--- src/soa_ram.sv ---
module soa_ram #(
    parameter int WIDTH = 8,
    parameter int DEPTH = 16
) (
    input  logic                     i_clk,
    input  logic                     i_we,
    input  logic [$clog2(DEPTH)-1:0] i_waddr,
    input  logic [WIDTH-1:0]         i_wdata,
    input  logic [$clog2(DEPTH)-1:0] i_raddr,
    output logic [WIDTH-1:0]         o_rdata
);
    logic [WIDTH-1:0] r_mem [DEPTH];

    always_ff @(posedge i_clk) begin
        if (i_we) begin
            r_mem[i_waddr] <= i_wdata;
        end
        o_rdata <= r_mem[i_raddr];
    end
endmodule

--- config.mk ---
export PLATFORM = sky130hd
export DESIGN_NAME = soa_ram
export DESIGN_NICKNAME = d
export VERILOG_FILES = /design/src/soa_ram.sv
export SDC_FILE = /design/constraint.sdc
export NUM_CORES = 1
export LEC_CHECK = 0
export BUFFER_PORTS_ARGS = -buffer_cell sky130_fd_sc_hd__buf_2
export CORE_ASPECT_RATIO = 1.4
export CORE_MARGIN = 4
export CORE_UTILIZATION = 50
export DETAILED_ROUTE_END_ITERATION = 10
export PLACE_DENSITY = 0.8
export SYNTH_ARGS = -nofsm -noshare
export SYNTH_HDL_FRONTEND = slang
export SYNTH_SLANG_ARGS = --single-unit
--- constraint.sdc ---
create_clock -name i_clk -period 1.5 [get_ports i_clk]
set_input_delay 0 -clock i_clk [delete_from_list [all_inputs] [get_ports i_clk]]
set_output_delay 0 -clock i_clk [all_outputs]
set_load 0.01 [all_outputs]
Word-level counts from Yosys, hierarchy flattened
Memory sizes are Yosys's and may differ from the RTL's. A register that Yosys moved wholly into a read port is not among the register bits.
Cells that the tools add are included.
- memories kept: 1
- logic and storage cells: 3
- input port bits: 18
- register bits after elaboration: 0
- RAM bits: 128
- output and inout bits: 8
- memory list (name ; depth ; bits a word ; read ports ; clocked after Yosys merged registers in ; write ports ; RTL line ; text):
    r_mem ; 16 ; 8 ; 1 ; 1 ; 1 ; 12 ; logic [WIDTH-1:0] r_mem [DEPTH];
- multiplexer cells: 2
- operators with widths (operator ; count):
    two-way mux 1 bit ; 2

Longest topological paths before layout
Gate-level depths: netlist (run 1).
- word-level depth: 2
- gate-level depth with buffers: 5
- mapped depth without buffers: 3

Least setup slack after synthesis (run 1)
OpenSTA, ideal clock, no wires.
- path kind: input -> register
- start point: input port i_waddr[2]
- end point: memory r_mem[0][0] (enable)
- slack: 0.007 ns
- required time: 1.117 ns
- stages: 2
- arrival time: 1.110 ns
- library setup time: 0.383 ns
- path buffers: 0
- cells stage by stage: or3b_2 > nor3_1
- RTL lines (element ; RTL line ; text):
    start: declaration ; 7 ; input logic [$clog2(DEPTH)-1:0] i_waddr,
    end: declaration ; 12 ;
No word-level cell before the write port.

==> results.yml, run 1 <==
global_route:
  grt_pass1_wl_um: 15300
  grt_antenna_before_repair: 0
  grt_overflow_total: 0
  first_global_vias: 2626
  grt_usage_pct: 18.2
  grt_max_degree: 17
routing:
  drt_iter0_markers: 171
  wl_per_cell_um: 22.3
  routed_wl_um: 10000
  drt_pre_antenna_iters: 4
  vias: 2562
  vias_per_cell: 5.72
  antenna_left: 0
  drcViolationCount: 0
sta:
  min_period_ps: 1450
  min_period_over_period_pct: 96.8
  slew_violations: 0
  rsz0062_at_grt: "false"
  finalSetupViolCount: 0
  fin_setup_tns_ps: 0
  fmax_mhz: 689
  hold_viol: 0
  slew_headroom_pct: 75.6
  final.setup_skew_ps: 6.02
  worst_pin_slew_ps: 365
die:
  dieArea_mm2: 0.0120
  die_w_um: 93.8
  initial_core_util_pct: 51.4
  io_pins: 26
  core_mm2: 0.0100
  rows: 43
  die_y_um: 128
synth:
  async_flop_share_pct: 0
  synth_top_area_share_pct: 74.7
  syn-num-nets: 247
  syn_area_mm2: 0.00515
  avgSynthCellArea_um2: 22.5
  synthTopCellsByArea: "edfxtp_1 75%, mux4_2 7.9%, mux4_1 7.1%, dfxtp_1 3.1%, a22oi_1 2.3%"
  synth.largest_area_cell: "edfxtp_1"
  synth_common_cells: "128 x edfxtp_1, 18 x mux4_2, 16 x a22oi_1"
  synthFlopType: "edfxtp_1"
  synth_most_common_cell: "edfxtp_1"
  synth_seq_area_share_pct: 77.8
  ys_warn_count: 0
  synth_cell_types: 19
  synth_edf_count: 128
  synthCells: 229
  ys_ff_latch: 136
setup_path:
  r2r_slack_ps: 50
  critPathMaxStageDelay_ps: 550
  cp_cell_sequence: "mux4_1 > a22oi_1 > nand2_1"
  r2r-start: "r_mem[2][1]"
  worst_setup_path_end_kind: "register"
  crit_path_top_delay_cell: "mux4_1"
  worstPathRequired_ps: 1790
  start_kind: "register"
  cp_data_arrival_time_ps: 1750
  critPathBufInv: 0
  critPathTopFamily: "multiplexers"
  crit_type: "register to register"
  crit_fanout: 1
  crit_start: "r_mem[2][1]"
placement:
  hpwl_um: 6270
  io_buffers: 25
  place.gp.congestion: 0.774
run:
  drv_cap: 0
power:
  p_per_area_mw_per_mm2: 1480
  ir_drop_uv: 978
  leakagePower_nw: 2.23
clock_network:
  cts-resized-gates: 0
  clockBufferDepth: 2
  clk_pin_slew_ps: 60
  insertion_delay_ps: 410
  cts-root-buf: "clkbuf_16"
  cts_setup_buffers: 0
  htreeDepth: 4
  numClockSinks: 136
  cts_tree: "done"
  cts_buffers: 17
finish:
  nets: 318
  antenna_cells: 0
  multi_input_area_mm2: 0.00106
  syn2layout_area_growth_pct: 24.1
  final_util_pct: 63.8
  fillers: 697
  layout-drive-gt1-share_pct: 32.9
  seqCellArea_mm2: 0.00400
worst_hold_path:
  hold_class: "input pin to register"
  hold_start: "i_waddr[0]"
outcome:
  status: "finished clean"
-- stage by stage --
stage                     instances  setup WS [ps]  area, µm²  power [mW]  hold WS, ps
after floorplan                 229           7.13       5150        4.57         98.9
after global placement          408           54.1       5620        4.76          389
after detailed placement        408           47.7       5620        4.78          400
after CTS                       448           47.3       6390        9.50          129
after global routing            448           15.3       6390        9.72          165
final                           448           48.0       6390        9.46          140
-- placed cells by master, fill, tap and decap left out, types with 4 or more instances in the layout --
cell type | synthesis | routed
a22oi_1 | 16 | 16
buf_12 | 0 | 4
buf_2 | 3 | 25
buf_4 | 1 | 25
bufinv_16 | 0 | 7
clkbuf_16 | 0 | 17
dfxtp_1 | 8 | 8
dlygate4sd3_1 | 0 | 8
edfxtp_1 | 128 | 128
mux4_1 | 14 | 14
mux4_2 | 18 | 18
nand2_1 | 9 | 9
nor2_1 | 13 | 13
nor3_1 | 4 | 4
-- cells by family (layout without fill, tap and decap cells) --
logic type,count (synthesis),count (layout),synth area share (%)
and+or+nand+nor,35,35,3.18
buffers and inverters,10,94,1.68
muxes,32,32,15.0
DFF,136,136,77.8
AOI/OAI and AO/OA,16,16,2.33
-- registers in the layout, summed over array words and instances, names as in the netlist --
name	cells
r_mem	128
o_rdata	8
-- routing by layer --
metal,global-route usage (%),vias to the layer above,share of wire (%),wire length [µm]
met5,0,-,0,0
met4,7.23,0,2.0,201
met3,4.99,11,7.7,766
met2,29.8,124,52,5210
met1,23.1,1312,38,3840
li1,-,1115,-,-
-- timing repair --
| action | 4_1_cts | 5_1_grt |
|---|---|---|
| hold buffers | 8 | 0 |
| setup endpoints to repair | 0 | 0 |
| endpoints found under the hold margin | 128 | 0 |
-- worst paths after layout --
check,end,depth (start not counted)
max,o_rdata[1],3
min,r_mem[4][4],3
max reg2reg,o_rdata[1],3
min reg2reg,o_rdata[0],3
-- where the power goes --
| group | switching (mW) | leakage, nW | internal [mW] |
|---|---|---|---|
| combinational | 0.232 | 0.675 | 0.202 |
| clock | 1.46 | 0.331 | 3.28 |
| sequential | 0.0276 | 1.22 | 4.25 |
-- layout make-up --
type / instances / area share (%)
Sequential cell: 136 / 62.7
Multi-Input combinational cell: 83 / 16.6
Timing Repair Buffer: 62 / 7.41
Clock buffer: 19 / 6.78
Clock inverter: 13 / 3.92
Tap cell: 135 / 2.64
-- worst register-to-register path, cell delays in order, from the launching register on --
cell      delay (ps)
edfxtp_1         380
mux4_1           550
a22oi_1          320
nand2_1           90
Power figures use the tool's default switching activity.
==> run 2: changes to the inputs <==
CAP_MARGIN = 20   (was default)
CORE_MARGIN = 2   (was 4)
==> run 2 against run 1 <==
Fmax up 5.5%. Cell area down 3.0%. Wire length up 2.8%. Critical path depth unchanged. Total power down 10%. Clock power down 20%. Sequential power about the same. Setup slack better by 75 ps. Flip-flop and latch count unchanged. Utilization down 1.6 points. Largest cell class unchanged.
==> results.yml, run 2 (same netlist as run 1, synthesis figures left out) <==
setup_path:
  cp_cell_sequence: "mux4_1 > a22oi_1 > nand2_1"
  crit_start: "r_mem[1][1]"
  critPathTopFamily: "multiplexers"
  cp.depth: 3
  start_kind: "register"
  crit_type: "register to register"
  ff2ff_path_depth: 3
  critPathMaxStageDelay_ps: 570
  cp_data_arrival_time_ps: 1670
  worst_setup_path_end_kind: "register"
  endpoint: "o_rdata[1]"
  worstPathRequired_ps: 1790
  critPathBufInv: 0
  r2r_slack_ps: 120
  r2r-start: "r_mem[1][1]"
  crit_fanout: 1
  crit_path_top_delay_cell: "mux4_1"
  rr_endpoint: "o_rdata[1]"
finish:
  seqCellArea_mm2: 0.00400
  regMostFlops: "r_mem"
  layout_common_cells: "128 x edfxtp_1, 25 x buf_2, 21 x buf_4"
  top_regs: "r_mem (128), o_rdata (8)"
  multi_input_area_mm2: 0.00106
  final_util_pct: 62.3
  largest_register_ffs: 128
  antenna_cells: 0
  fillers: 658
  syn2layout_area_growth_pct: 20.4
  layout-drive-gt1-share_pct: 30.9
  nets: 313
  final_common_cell: "edfxtp_1"
clock_network:
  insertion_delay_ps: 400
  cts_setup_buffers: 0
  ctsHoldBuffers: 8
  htreeDepth: 4
  cts-resized-gates: 0
  cts_buffers: 17
  clk_pin_slew_ps: 50
  clockBufferDepth: 2
  cts-root-buf: "clkbuf_16"
  cts_tree: "done"
  numClockSinks: 136
outcome:
  status: "finished clean"
die:
  die_w_um: 89.8
  die_y_um: 124
  initial_core_util_pct: 51.7
  dieArea_mm2: 0.0111
  rows: 43
  core_mm2: 0.00995
  io_pins: 26
routing:
  wl_per_cell_um: 23.3
  met2_length_um: 5540
  drt_iter0_markers: 171
  drt_pre_antenna_iters: 4
  routed_wl_um: 10300
  wl_met1_um: 3870
  vias_per_cell: 5.86
  antenna_left: 0
  wl_met3_um: 567
  drcViolationCount: 0
  vias: 2590
  top_layer: "met4"
sta:
  fin_setup_tns_ps: 0
  finalSetupViolCount: 0
  fmax_mhz: 726
  min_period_over_period_pct: 91.8
  min_period_ps: 1380
  final.setup_skew_ps: 4.71
  slew_headroom_pct: 75.5
  slew_violations: 0
  rsz0062_at_grt: "false"
  hold_viol: 0
  worst_pin_slew_ps: 367
power:
  switching_share_pct: 19.5
  intPower_mw: 6.85
  p_per_area_mw_per_mm2: 1370
  p_clk_share_pct: 44.7
  power_switching_mw: 1.66
  leakagePower_nw: 2.14
  ir_drop_uv: 852
  p_seq_share_pct: 50.3
  comb_power_share_pct: 5.0
global_route:
  grt_usage_pct: 20.0
  grt_max_degree: 33
  first_global_vias: 2704
  grt_antenna_before_repair: 0
  grt_pass1_wl_um: 15500
  grt_overflow_total: 0
placement:
  hpwl_um: 6300
  place.gp.congestion: 0.771
  io_buffers: 25
worst_hold_path:
  hold_class: "input pin to register"
run:
  drv_cap: 0
## run 2: cell count changes in the layout (fill, tap and decap cells not counted), sizes merged
cell	before	now
buf	54	49
clkinvlp	1	0
clkinv	4	9
inv	1	0
bufinv	7	2
clkbuf	19	20
## run 2: per-stage QoR
step	setup slack, ps	hold slack (ps)	power [mW]	cell area [µm²]	cells
final	123	168	8.51	6200	442
after global routing	78.6	166	8.77	6200	442
after CTS	132	145	8.58	6200	442
after detailed placement	105	387	4.77	5570	403
after global placement	151	380	4.75	5570	403
after floorplan	7.13	98.9	4.57	5150	229
## run 2: worst min-delay path by stage
stage	startpoint	to	slack, ps	cells after the start
final	i_waddr[0]	r_mem[0][1]	170	3
after global routing	i_waddr[0]	r_mem[0][4]	170	3
after CTS	i_waddr[0]	r_mem[0][5]	150	3
after detailed placement	i_wdata[5]	r_mem[14][5]	390	1
after global placement	i_wdata[5]	r_mem[4][5]	380	1
after floorplan	i_wdata[0]	r_mem[0][0]	100	0
## run 2: power groups by stage
stage               logic, mW  registers (mW)  clock network [mW]
floorplan               0.216            4.36                   0
global placement        0.395            4.35                   0
detailed placement      0.411            4.36                   0
CTS                     0.430            4.28                3.86
global route            0.460            4.29                4.02
finish                  0.425            4.28                3.81
## run 2: layout make-up
| type | instances | share of cell area (%) |
|---|---|---|
| tap | 135 | 2.73 |
| timing repair buffer | 57 | 6.82 |
| clock inverter | 11 | 1.74 |
| sequential | 136 | 64.6 |
| multi-input combinational | 83 | 17.1 |
| clock buffer | 20 | 7.05 |
## run 2: per-layer routing
layer | up-vias | GRT usage [%]
li1 | 1110 | -
met5 | - | 0
met2 | 118 | 35.5
met4 | 0 | 11.0
met3 | 26 | 6.11
met1 | 1336 | 21.6
## run 2: tightest hold or removal path: cells and delay by family
family | cells | cell delay, ps
buffers and inverters | 2 | 330
AND/OR/NAND/NOR | 1 | 70
==> run 3: changes to the inputs <==
ABC_AREA = 1   (was default)
==> run 3 against run 2 <==
Global-route usage is 2.2 points higher. Flip-flop and latch count unchanged. Via count up 51%. Clock power decreased by 2%. Clock-buffer cell count up 1. Die area up 12%.
==> results.yml, run 3 <==
outcome:
  status: "finished clean"
sta:
  final.setup_skew_ps: 8.33
  finalSetupViolCount: 0
  fmax_mhz: 913
  slew_headroom_pct: 59.0
  rsz0062_at_grt: "false"
  fin_setup_tns_ps: 0
  slew_violations: 0
  holdWs_ps: 12.1
  min_period_over_period_pct: 73.0
  hold_viol: 0
  min_period_ps: 1100
  worst_pin_slew_ps: 614
finish:
  fillers: 884
  layout.cells.non_filler: 750
  final_util_pct: 59.0
  final_common_cell: "nand2_1"
  top_regs: "r_mem (128), o_rdata (8)"
  regMostFlops: "r_mem"
  layout_common_cells: "173 x nand2_1, 128 x edfxtp_1, 100 x inv_1"
  nets: 612
  antenna_cells: 0
  syn2layout_area_growth_pct: 15.4
  layout-drive-gt1-share_pct: 12.2
  largest_register_ffs: 128
power:
  p_clk_share_pct: 43.6
  comb_power_share_pct: 6.2
  p_per_area_mw_per_mm2: 1280
  power_switching_mw: 1.83
  switching_share_pct: 21.5
  intPower_mw: 6.69
  ir_drop_uv: 921
  leakagePower_nw: 2.91
  p_seq_share_pct: 50.2
setup_path:
  crit_fanout: 1
  start_kind: "register"
  ff2ff_path_depth: 6
  cp_data_arrival_time_ps: 1410
  critPathMaxStageDelay_ps: 370
  critPathTopFamily: "simple AND/OR/NAND/NOR gates"
  critPathBufInv: 1
  r2r-start: "r_mem[5][5]"
  rr_endpoint: "o_rdata[5]"
  worstPathRequired_ps: 1810
  crit_top_cell: "nand3_1"
  worst_setup_path_end_kind: "register"
  cp_cell_sequence: "inv_1 > nand2_1 > nand3_1 > nand3_1 > nand3_1 > nand2_1"
  crit_type: "register to register"
  r2r_slack_ps: 400
  crit_path_top_delay_cell: "edfxtp_1"
die:
  core_mm2: 0.0113
  initial_core_util_pct: 51.1
  io_pins: 26
  rows: 46
  die_w_um: 94.8
  dieArea_mm2: 0.0124
  die_y_um: 131
placement:
  place.gp.congestion: 0.905
  io_buffers: 25
  hpwl_um: 7860
  dpl.cell_count: 716
clock_network:
  cts-resized-gates: 0
  cts_setup_buffers: 0
  htreeDepth: 4
  clockBufferDepth: 2
  ctsHoldBuffers: 3
  numClockSinks: 136
  cts-root-buf: "clkbuf_16"
  cts_tree: "done"
  cts_buffers: 17
  clk_pin_slew_ps: 60
  insertion_delay_ps: 420
routing:
  drt_pre_antenna_iters: 5
  vias: 3910
  wl_per_cell_um: 16.8
  drcViolationCount: 0
  routed_wl_um: 12600
  vias_per_cell: 5.21
  antenna_left: 0
  drt_iter0_markers: 476
synth:
  synthCells: 551
  synth_common_cells: "173 x nand2_1, 128 x edfxtp_1, 100 x inv_1"
  synth.largest_area_cell: "edfxtp_1"
  ys_ff_latch: 136
  synth_seq_area_share_pct: 69.4
  syn_area_mm2: 0.00577
  synth_top_area_share_pct: 66.7
  synthFlopType: "edfxtp_1"
  syn-num-nets: 569
  async_flop_share_pct: 0
  synthTopCellsByArea: "edfxtp_1 67%, nand2_1 11%, nand3_1 8.4%, inv_1 6.5%, dfxtp_1 2.8%"
  synth_cell_types: 12
  ys_warn_count: 0
  avgSynthCellArea_um2: 10.5
  synth_edf_count: 128
  synth_most_common_cell: "nand2_1"
global_route:
  top_usage_layer: "met2"
  use_met1_pct: 25.6
  first_global_vias: 3752
  grt_usage_pct: 22.1
  grt_overflow_total: 0
  use_met2_pct: 37.4
  globalRouteMet3Util_pct: 5.37
  grt_max_degree: 65
  grt_pass1_wl_um: 19500
  grt_antenna_before_repair: 0
worst_hold_path:
  min_delay_path_depth: 1
  hold_end: "r_mem[6][1]"
  hold_start: "i_wdata[1]"
  hold_class: "input pin to register"
run:
  drv_cap: 0
-- run 3: power groups by stage --
stage | Clock, mW | Combinational, mW | Sequential, mW
floorplan | 0 | 0.300 | 4.36
global placement | 0 | 0.507 | 4.35
detailed placement | 0 | 0.519 | 4.35
CTS | 3.75 | 0.531 | 4.28
global route | 3.89 | 0.587 | 4.28
finish | 3.72 | 0.533 | 4.28
-- run 3: cell type report --
| type | count | area [µm²] | area share [%] |
|---|---|---|---|
| timing repair buffer | 48 | 343 | 5.15 |
| clock buffer | 21 | 450 | 6.77 |
| inverter | 102 | 383 | 5.75 |
| clock inverter | 10 | 80.1 | 1.20 |
| tap | 144 | 180 | 2.71 |
| sequential | 136 | 4000 | 60.2 |
| multi-input combinational | 289 | 1210 | 18.2 |
-- run 3: worst max-delay path by stage --
stage,start,depth (start not counted),slack (ps),endpoint
6_report,r_mem[5][5],6,400,o_rdata[5]
3_3_place_gp,i_raddr[2],5,190,o_rdata[1]
2_1_floorplan,i_waddr[2],2,550,r_mem[10][0]
5_1_grt,r_mem[5][5],6,360,o_rdata[5]
3_5_place_dp,i_raddr[2],5,210,o_rdata[1]
4_1_cts,r_mem[11][1],6,440,o_rdata[1]
-- run 3: per-stage QoR --
stage / power [mW] / setup WS [ps] / area [µm²]
floorplan: 4.66 / 549 / 5770
global placement: 4.86 / 188 / 6090
detailed placement: 4.87 / 208 / 6090
CTS: 8.55 / 438 / 6650
global route: 8.76 / 361 / 6650
finish: 8.53 / 405 / 6650
-- run 3: cells by family after synthesis --
logic type / synth area share (%)
buffers and inverters: 9.52
DFF: 69.4
and+or+nand+nor: 21.0
-- run 3: metal layers --
layer  wire length [µm]  up-vias
met3                799       45
met4                551        0
li1                   -     1859
met2               6520      188
met5                  0        -
met1               4710     1818
-- run 3: worst reg2reg max path: cells and delay by family (launching register included) --
family                 cells  cell delay, ps
AND/OR/NAND/NOR            5             550
buffers and inverters      1              60
flip-flops                 1             370
